**src/rtl/tclb_pkg.sv**
```systemverilog
// ----------------------------------------------------------------------------
// tclb_pkg
// Shared types and constants for the text command LED blinker.
// ----------------------------------------------------------------------------
package tclb_pkg;

  localparam int unsigned PeriodW = 32;
  localparam int unsigned CfgW    = 16;

  localparam logic [CfgW-1:0] CfgPeriodReset = 16'd100;

  localparam logic [7:0] CharCr   = 8'h0D;
  localparam logic [7:0] CharSp   = 8'h20;
  localparam logic [7:0] CharNul  = 8'h00;
  localparam logic [7:0] CharZero = 8'h30;
  localparam logic [7:0] CharNine = 8'h39;

  // keywords, first character in the lowest byte
  localparam logic [23:0] KwLed   = 24'h64_65_6C;
  localparam logic [15:0] KwOn    = 16'h6E_6F;
  localparam logic [23:0] KwOff   = 24'h66_66_6F;
  localparam logic [39:0] KwBlink = 40'h6B_6E_69_6C_62;

  localparam logic [1:0] ModeOff   = 2'd0;
  localparam logic [1:0] ModeOn    = 2'd1;
  localparam logic [1:0] ModeBlink = 2'd2;

  localparam logic [0:0] ReqChar = 1'b0;
  localparam logic [0:0] ReqTick = 1'b1;

  typedef struct packed {
    logic               set_on;
    logic               set_off;
    logic               set_blink;
    logic [PeriodW-1:0] period;
  } tclb_cmd_t;

endpackage

```
**src/rtl/tclb_line_parser.sv**
```systemverilog
// ----------------------------------------------------------------------------
// tclb_line_parser
// Splits received characters into fields, builds the number of the third
// field and decodes the line on a carriage return.
// ----------------------------------------------------------------------------
module tclb_line_parser import tclb_pkg::*; #(
  parameter int unsigned MAX_FIELD_LEN = 16
) (
  input  logic       clk_i,
  input  logic       rst_ni,
  input  logic       char_en_i,
  input  logic [7:0] char_i,
  output tclb_cmd_t  cmd_o
);

  localparam int unsigned LenW = $clog2(MAX_FIELD_LEN + 1);
  localparam logic [LenW-1:0] LenMax = LenW'(MAX_FIELD_LEN);

  logic [1:0]         field_q, field_d;
  logic [LenW-1:0]    len1_q, len1_d, len2_q, len2_d, len3_q, len3_d;
  logic [2:0][7:0]    word1_q, word1_d;
  logic [4:0][7:0]    word2_q, word2_d;
  logic [PeriodW-1:0] num_q, num_d;
  logic               stop_q, stop_d;

  logic               is_led, is_on, is_off, is_blink;
  logic [PeriodW+3:0] num_mul;
  logic               is_digit;

  assign is_led   = (len1_q == LenW'(3)) && (word1_q == KwLed);
  assign is_on    = (len2_q == LenW'(2)) && (word2_q[1:0] == KwOn);
  assign is_off   = (len2_q == LenW'(3)) && (word2_q[2:0] == KwOff);
  assign is_blink = (len2_q == LenW'(5)) && (word2_q == KwBlink);

  assign is_digit = (char_i >= CharZero) && (char_i <= CharNine);
  assign num_mul  = {1'b0, num_q, 3'b000} + {3'b000, num_q, 1'b0}
                  + (PeriodW+4)'(char_i - CharZero);

  always_comb begin
    cmd_o.set_on    = 1'b0;
    cmd_o.set_off   = 1'b0;
    cmd_o.set_blink = 1'b0;
    cmd_o.period    = num_q;
    if (char_en_i && (char_i == CharCr) && is_led) begin
      cmd_o.set_on    = is_on;
      cmd_o.set_off   = is_off;
      cmd_o.set_blink = is_blink && (len3_q != '0);
    end
  end

  always_comb begin
    field_d = field_q;
    len1_d  = len1_q;
    len2_d  = len2_q;
    len3_d  = len3_q;
    word1_d = word1_q;
    word2_d = word2_q;
    num_d   = num_q;
    stop_d  = stop_q;
    if (char_en_i) begin
      if (char_i == CharCr) begin
        field_d = '0;
        len1_d  = '0;
        len2_d  = '0;
        len3_d  = '0;
        num_d   = '0;
        stop_d  = 1'b0;
      end else if (char_i == CharSp) begin
        if (field_q != 2'd3) field_d = field_q + 2'd1;
      end else begin
        case (field_q)
          2'd0: begin
            if (len1_q < LenMax) begin
              for (int i = 0; i < 3; i++) begin
                if (len1_q == LenW'(i)) word1_d[i] = char_i;
              end
              len1_d = len1_q + LenW'(1);
            end
          end
          2'd1: begin
            if (len2_q < LenMax) begin
              for (int i = 0; i < 5; i++) begin
                if (len2_q == LenW'(i)) word2_d[i] = char_i;
              end
              len2_d = len2_q + LenW'(1);
            end
          end
          2'd2: begin
            if (len3_q < LenMax) begin
              len3_d = len3_q + LenW'(1);
              if (!stop_q) begin
                if (char_i == CharNul) begin
                  stop_d = 1'b1;
                end else if (is_digit) begin
                  num_d = (num_mul[PeriodW+3:PeriodW] != '0) ? '1 : num_mul[PeriodW-1:0];
                end
              end
            end
          end
          default: begin
          end
        endcase
      end
    end
  end

  always_ff @(posedge clk_i or negedge rst_ni) begin
    if (!rst_ni) begin
      field_q <= '0;
      len1_q  <= '0;
      len2_q  <= '0;
      len3_q  <= '0;
      num_q   <= '0;
      stop_q  <= 1'b0;
    end else begin
      field_q <= field_d;
      len1_q  <= len1_d;
      len2_q  <= len2_d;
      len3_q  <= len3_d;
      num_q   <= num_d;
      stop_q  <= stop_d;
    end
  end

  always_ff @(posedge clk_i) begin
    word1_q <= word1_d;
    word2_q <= word2_d;
  end

endmodule

```
**src/rtl/text_command_led_blinker.sv**
```systemverilog
// ----------------------------------------------------------------------------
// text_command_led_blinker
// Text command LED controller: "led on", "led off", "led blink N".
// ----------------------------------------------------------------------------
// Usage:
//   Requests enter on the s_axis group: tuser = 0 carries a received
//   character in tdata, tuser = 1 is a one millisecond tick. Every request
//   yields one result on the m_axis group with the LED level, mode and the
//   held blink period, taken after the request has been applied.
//   cfg_we_i/cfg_wdata_i write the default blink period (reset 100), used
//   when the held period is zero.
//   A request is captured in the input register and applied into the
//   output register when that register is empty or its result is taken.
//   Throughput is one request per cycle while the receiver takes results;
//   the line decode, the multiply by ten and the tick compare all fit in
//   the stage between the two registers. When the receiver stalls, the
//   result holds in the output register and one more request waits in the
//   input register before s_axis_tready_o drops. Reset clears the fields,
//   the LED (off, period 0) and both registers' valid flags.
// ----------------------------------------------------------------------------
module text_command_led_blinker import tclb_pkg::*; #(
  parameter int unsigned MAX_FIELD_LEN = 16
) (
  input  logic            clk_i,
  input  logic            rst_ni,
  input  logic            s_axis_tvalid_i,
  output logic            s_axis_tready_o,
  input  logic [7:0]      s_axis_tdata_i,   // [7:0] char_code
  input  logic            s_axis_tuser_i,   // [0] req_type
  output logic            m_axis_tvalid_o,
  input  logic            m_axis_tready_i,
  output logic [39:0]     m_axis_tdata_o,   // [0] led_on, [2:1] led_mode,
                                            // [34:3] blink_period, [39:35] zero
  input  logic            cfg_we_i,
  input  logic [CfgW-1:0] cfg_wdata_i
);

  logic               in_vld_q, out_vld_q, adv;
  logic               in_type_q;
  logic [7:0]         in_char_q;
  logic [CfgW-1:0]    cfg_q;

  logic [1:0]         mode_q, mode_d;
  logic [PeriodW-1:0] period_q, period_d, per_use;
  logic [PeriodW-1:0] tick_q, tick_d, tick_inc;
  logic               pin_q, pin_d;

  logic               out_led_q;
  logic [1:0]         out_mode_q;
  logic [PeriodW-1:0] out_period_q;

  tclb_cmd_t          cmd;

  assign adv             = in_vld_q && (!out_vld_q || m_axis_tready_i);
  assign s_axis_tready_o = !in_vld_q || adv;

  tclb_line_parser #(
    .MAX_FIELD_LEN(MAX_FIELD_LEN)
  ) u_parser (
    .clk_i    (clk_i),
    .rst_ni   (rst_ni),
    .char_en_i(adv && (in_type_q == ReqChar)),
    .char_i   (in_char_q),
    .cmd_o    (cmd)
  );

  assign per_use  = (period_q == '0) ? PeriodW'(cfg_q) : period_q;
  assign tick_inc = (tick_q == '1) ? tick_q : tick_q + PeriodW'(1);

  always_comb begin
    mode_d   = mode_q;
    period_d = period_q;
    tick_d   = tick_q;
    pin_d    = pin_q;
    if (adv) begin
      if (in_type_q == ReqTick) begin
        unique case (mode_q)
          ModeOff: pin_d = 1'b0;
          ModeOn:  pin_d = 1'b1;
          ModeBlink: begin
            period_d = per_use;
            if (tick_inc >= per_use) begin
              pin_d  = !pin_q;
              tick_d = '0;
            end else begin
              tick_d = tick_inc;
            end
          end
          default: begin
          end
        endcase
      end else if (cmd.set_on) begin
        mode_d = ModeOn;
      end else if (cmd.set_off) begin
        mode_d = ModeOff;
      end else if (cmd.set_blink) begin
        mode_d   = ModeBlink;
        period_d = cmd.period;
      end
    end
  end

  always_ff @(posedge clk_i or negedge rst_ni) begin
    if (!rst_ni) begin
      in_vld_q  <= 1'b0;
      out_vld_q <= 1'b0;
      cfg_q     <= CfgPeriodReset;
      mode_q    <= ModeOff;
      period_q  <= '0;
      tick_q    <= '0;
      pin_q     <= 1'b0;
    end else begin
      if (s_axis_tready_o) in_vld_q <= s_axis_tvalid_i;
      if (adv) out_vld_q <= 1'b1;
      else if (m_axis_tready_i) out_vld_q <= 1'b0;
      if (cfg_we_i) cfg_q <= cfg_wdata_i;
      mode_q   <= mode_d;
      period_q <= period_d;
      tick_q   <= tick_d;
      pin_q    <= pin_d;
    end
  end

  always_ff @(posedge clk_i) begin
    if (s_axis_tready_o && s_axis_tvalid_i) begin
      in_type_q <= s_axis_tuser_i;
      in_char_q <= s_axis_tdata_i;
    end
    if (adv) begin
      out_led_q    <= pin_d;
      out_mode_q   <= mode_d;
      out_period_q <= period_d;
    end
  end

  assign m_axis_tvalid_o = out_vld_q;
  assign m_axis_tdata_o  = {5'b00000, out_period_q, out_mode_q, out_led_q};

  a_stall_full: assert property (@(posedge clk_i) disable iff (!rst_ni)
    !s_axis_tready_o |-> (in_vld_q && out_vld_q))
    else $error("input stalled with a free stage");

  a_adv_fills: assert property (@(posedge clk_i) disable iff (!rst_ni)
    adv |=> out_vld_q)
    else $error("applied request lost its result");

  a_off_tick: assert property (@(posedge clk_i) disable iff (!rst_ni)
    (adv && (in_type_q == ReqTick) && (mode_q == ModeOff)) |=> !pin_q)
    else $error("LED lit after tick in off mode");

  a_blink_period: assert property (@(posedge clk_i) disable iff (!rst_ni)
    (adv && (in_type_q == ReqTick) && (mode_q == ModeBlink) && (cfg_q != '0))
      |=> (period_q != '0))
    else $error("blink tick left a zero period");

endmodule
```
**config.mk**
```make
export PLATFORM = sky130hd
export DESIGN_NAME = text_command_led_blinker
export DESIGN_NICKNAME = d
export VERILOG_FILES = /design/src/rtl/tclb_pkg.sv /design/src/rtl/tclb_line_parser.sv /design/src/rtl/text_command_led_blinker.sv
export SDC_FILE = /design/constraint.sdc
export NUM_CORES = 1
export LEC_CHECK = 0
export BUFFER_PORTS_ARGS = -buffer_cell sky130_fd_sc_hd__buf_4
export CAP_MARGIN = 10
export CORE_MARGIN = 2
export CORE_UTILIZATION = 67
export DETAILED_ROUTE_END_ITERATION = 16
export PLACE_DENSITY = 0.94
export REMOVE_ABC_BUFFERS = 1
export SKIP_LAST_GASP = 1
export SLEW_MARGIN = 20
export SYNTH_ARGS = -nofsm -noshare
export SYNTH_HDL_FRONTEND = slang
export SYNTH_SLANG_ARGS = --single-unit
```
**constraint.sdc**
```tcl
create_clock -name clk_i -period 9.9 [get_ports clk_i]
set_input_delay 2.475 -clock clk_i [delete_from_list [all_inputs] [get_ports clk_i]]
set_output_delay 2.475 -clock clk_i [all_outputs]
set_load 0.005 [all_outputs]
```
==> results.ini <==
[outcome]
status=finished, final reports clean

[power]
leakagePower_nw=6.651
p_switching_mw=0.6519
p_sw_frac=0.2681
pwr-share-comb=0.123
clock_power_share=0.403
power_density_nw_per_um2=161.3
max-vdd-ir-drop_mv=0.2038
pwr-share-seq=0.474
power_mw=2.431
intPower_mw=1.779

[sta]
hold_viol_final=0
skew_ns=0.03670
tns_ns=0
rsz0062_at_grt=no
fin_crit_ns=6.085
fmax_mhz=164.3
finalCritPeriodShare=0.6147
slew-limit-headroom=0.2447
finalSetupViolations=0
worst_slew_pin_slew_ns=1.133
slew_viol_final=0

[clock_tree]
cts-resized-gates=0
post-cts-setup-buffer-count=0
cts_max_level=1
path_clk_slew_ns=0.07
cts_buffers=25
cts_num_sinks=243
cts_root_buffer=clkbuf_16
clock_latency_ns=0.55
cts_tree=built
ctsHoldBuffers=0
cts_max_path_buffers=3

[critical_path]
crit_path_end_kind=flip-flop
startpoint_type=flip-flop
worstPathArrival_ns=6.56
slowest_stage=and2_1
r2r_setup_slack_ns=3.81
path_cells=ha_1 > and3_1 > nand4_1 > nand4b_1 > nand3_1 > nor2_1 > xor2_1 > ha_1 > a21o_1 > a21o_1 > a21o_1 > a211oi_1 > o21ai_0 > a221oi_1 > and2_1 > o21ai_0 > a31oi_1
crit_fanout=28
cp_data_required_time_ns=10.37
crit_path_max_incr_delay_ns=1.00
cp_common_cell=a21o_1
worstSetupPathType=flip-flop to flip-flop

[grt]
overflow=0
grt_max_degree=71
antenna_found_initial=0
grt_pass1_wl_um=59350
grt_pass1_vias=10995
grtUsageTotal=0.3494

[synth]
syn-cell-area_um2=13500
synthMuxAreaShare=0.01715
synth-seq-cells=243
synth_ff_type=dfrtp_1
synth-simple-area-share=0.1368
synth-edff-count=108
ys_async_sr_fraction=0.5556
syn_avg_cell_area_um2=10.96
synth.distinct_cells=71
synth-adder-area-share=0.1266
syn_inst=1232
ys_warn_count=0
synth_top_family_by_area=compound AO/OA/AOI/OAI gates
ys_seq_area_frac=0.4907
synth_compound_area_frac=0.1494
synthXorXnorAreaFrac=0.03828

[routing]
drcViolationCount=0
first_iter_violations=1452
avgViaCountPerCell=6.961
post_drt_wl_per_cell_um=23.76
routed-via-count=10964
routed_wirelength_um=37430
antenna_left=0
firstDrtPassIters=8

[final_layout]
mostFrequentLayoutCell=dfrtp_1
multi_input_area_um2=6357
fillCellCount=1029
nNetsFinal=1439
seq_area_um2=6625
syn2layout_area_growth_pct=11.69
drive_gt1_frac=0.1115
antennaDiodeCount=0
postLayoutCellArea_um2=15080
most-common-layout-cells=132 x dfrtp_1, 108 x edfxtp_1, 92 x inv_1

[placement]
dp_hpwl_um=24110
placed_cell_area_um2=14210
io_buffers=66
gp_congestion=0.9250

[job]
drv_cap=0

[min_path]
hp-class=flip-flop to flip-flop

[floorplanning]
die_h_um=146.0
start_util=0.6891
rows=51
fp.dieW_um=146.0
fp.dieArea_um2=21300
core_area_um2=19590
io_pins=72

-- final cells by class --
class	instances	share of cell area
inverter	92	0.02290
clock inverter	16	0.01236
clock buffer	30	0.04415
multi-input combinational	854	0.4216
sequential	243	0.4394
tap	265	0.02199
timing repair buffer	75	0.03759
-- path summary, 6_finish.rpt --
| path | end | start | depth (start not counted) |
|---|---|---|---|
| setup / recovery | tick_q[8]$_DFFE_PN0P_ | tick_q[0]$_DFFE_PN0P_ | 17 |
| hold / removal | u_parser.stop_q$_DFFE_PN0P_ | u_parser.stop_q$_DFFE_PN0P_ | 2 |
| setup reg to reg | tick_q[8]$_DFFE_PN0P_ | tick_q[0]$_DFFE_PN0P_ | 17 |
| hold reg to reg | u_parser.stop_q$_DFFE_PN0P_ | u_parser.stop_q$_DFFE_PN0P_ | 2 |
| max in group asynchronous | u_parser.len3_q[0]$_DFFE_PN0P_ | rst_ni | 2 |
| min in group asynchronous | tick_q[3]$_DFFE_PN0P_ | rst_ni | 1 |
-- cells in the mapped netlist (all sizes together), types with 9 or more instances --
library cell	instances	area share
dfrtp	132	0.24
edfxtp	108	0.24
inv	92	0.026
a21oi	89	0.033
nand2	89	0.025
ha	87	0.081
o21ai	82	0.031
nor2	64	0.018
clkbuf	34	0.0095
xor2	34	0.022
fa	31	0.046
nand4	29	0.013
nand3	27	0.010
xnor2	25	0.016
a21o	23	0.013
nor3	22	0.0082
a22o	19	0.012
mux2	17	0.014
and2	16	0.0074
nor4	16	0.0085
a222oi	15	0.011
buf	13	0.0057
a221o	11	0.0082
nand2b	11	0.0051
nor4bb	11	0.0082
a211oi	10	0.0056
o211ai	9	0.0050
-- routing by layer --
metal	global-route usage	routed length (um)	share of wire
met1	0.4544	13440	0.36
met2	0.5665	17880	0.48
met3	0.07931	4306	0.12
met4	0.1559	1797	0.048
met5	0	0	0
-- power by group through the flow --
stage,combinational (mW),sequential (mW),clock [mW]
2_1_floorplan,0.191,1.15,0
3_3_place_gp,0.261,1.17,0
3_5_place_dp,0.280,1.17,0
4_1_cts,0.291,1.15,0.973
5_1_grt,0.324,1.16,1.02
6_report,0.298,1.15,0.980
-- state kept, by name (all words and copies together) (netlist names), 8 cells and up --
name and count:
tick_q 32, in_char_q 8, cfg_q 16, u_parser.word2_q 40, u_parser.num_q 32, out_period_q 32, period_q 32, u_parser.word1_q 24
-- worst max-delay path: cells and delay by family, from the launching register on --
kind / cells / cell delay [ns]
xor gates and xnor gates: 1 / 0.23
DFF: 1 / 0.42
AOI/OAI and AO/OA: 8 / 2.33
and+or+nand+nor: 6 / 2.49
adders and majority gates: 2 / 0.53
-- through the flow --
stage                     std cells  utilization  hold WS [ns]  worst slack (ns)
after floorplan                1189            -        0.4516             3.185
after global placement         1529       0.7256        0.4735             4.204
final                          1575       0.7697        0.5178             3.815
after detailed placement       1529       0.7256        0.5058             3.958
after global routing           1575       0.7697        0.5506             3.578
after CTS                      1575       0.7690        0.5169             4.210
-- cells by family (layout without fill, tap and decap cells) --
kind of cell | after synthesis | after routing
multiplexers | 21 | 21
AO/OA/AOI/OAI | 309 | 309
XOR/XNOR | 59 | 59
flip-flops | 243 | 243
buffers and inverters | 139 | 213
other | 1 | 5
AND/OR/NAND/NOR | 342 | 342
adder cells (fa/ha/maj) | 118 | 118
Power figures use the tool's default switching activity.
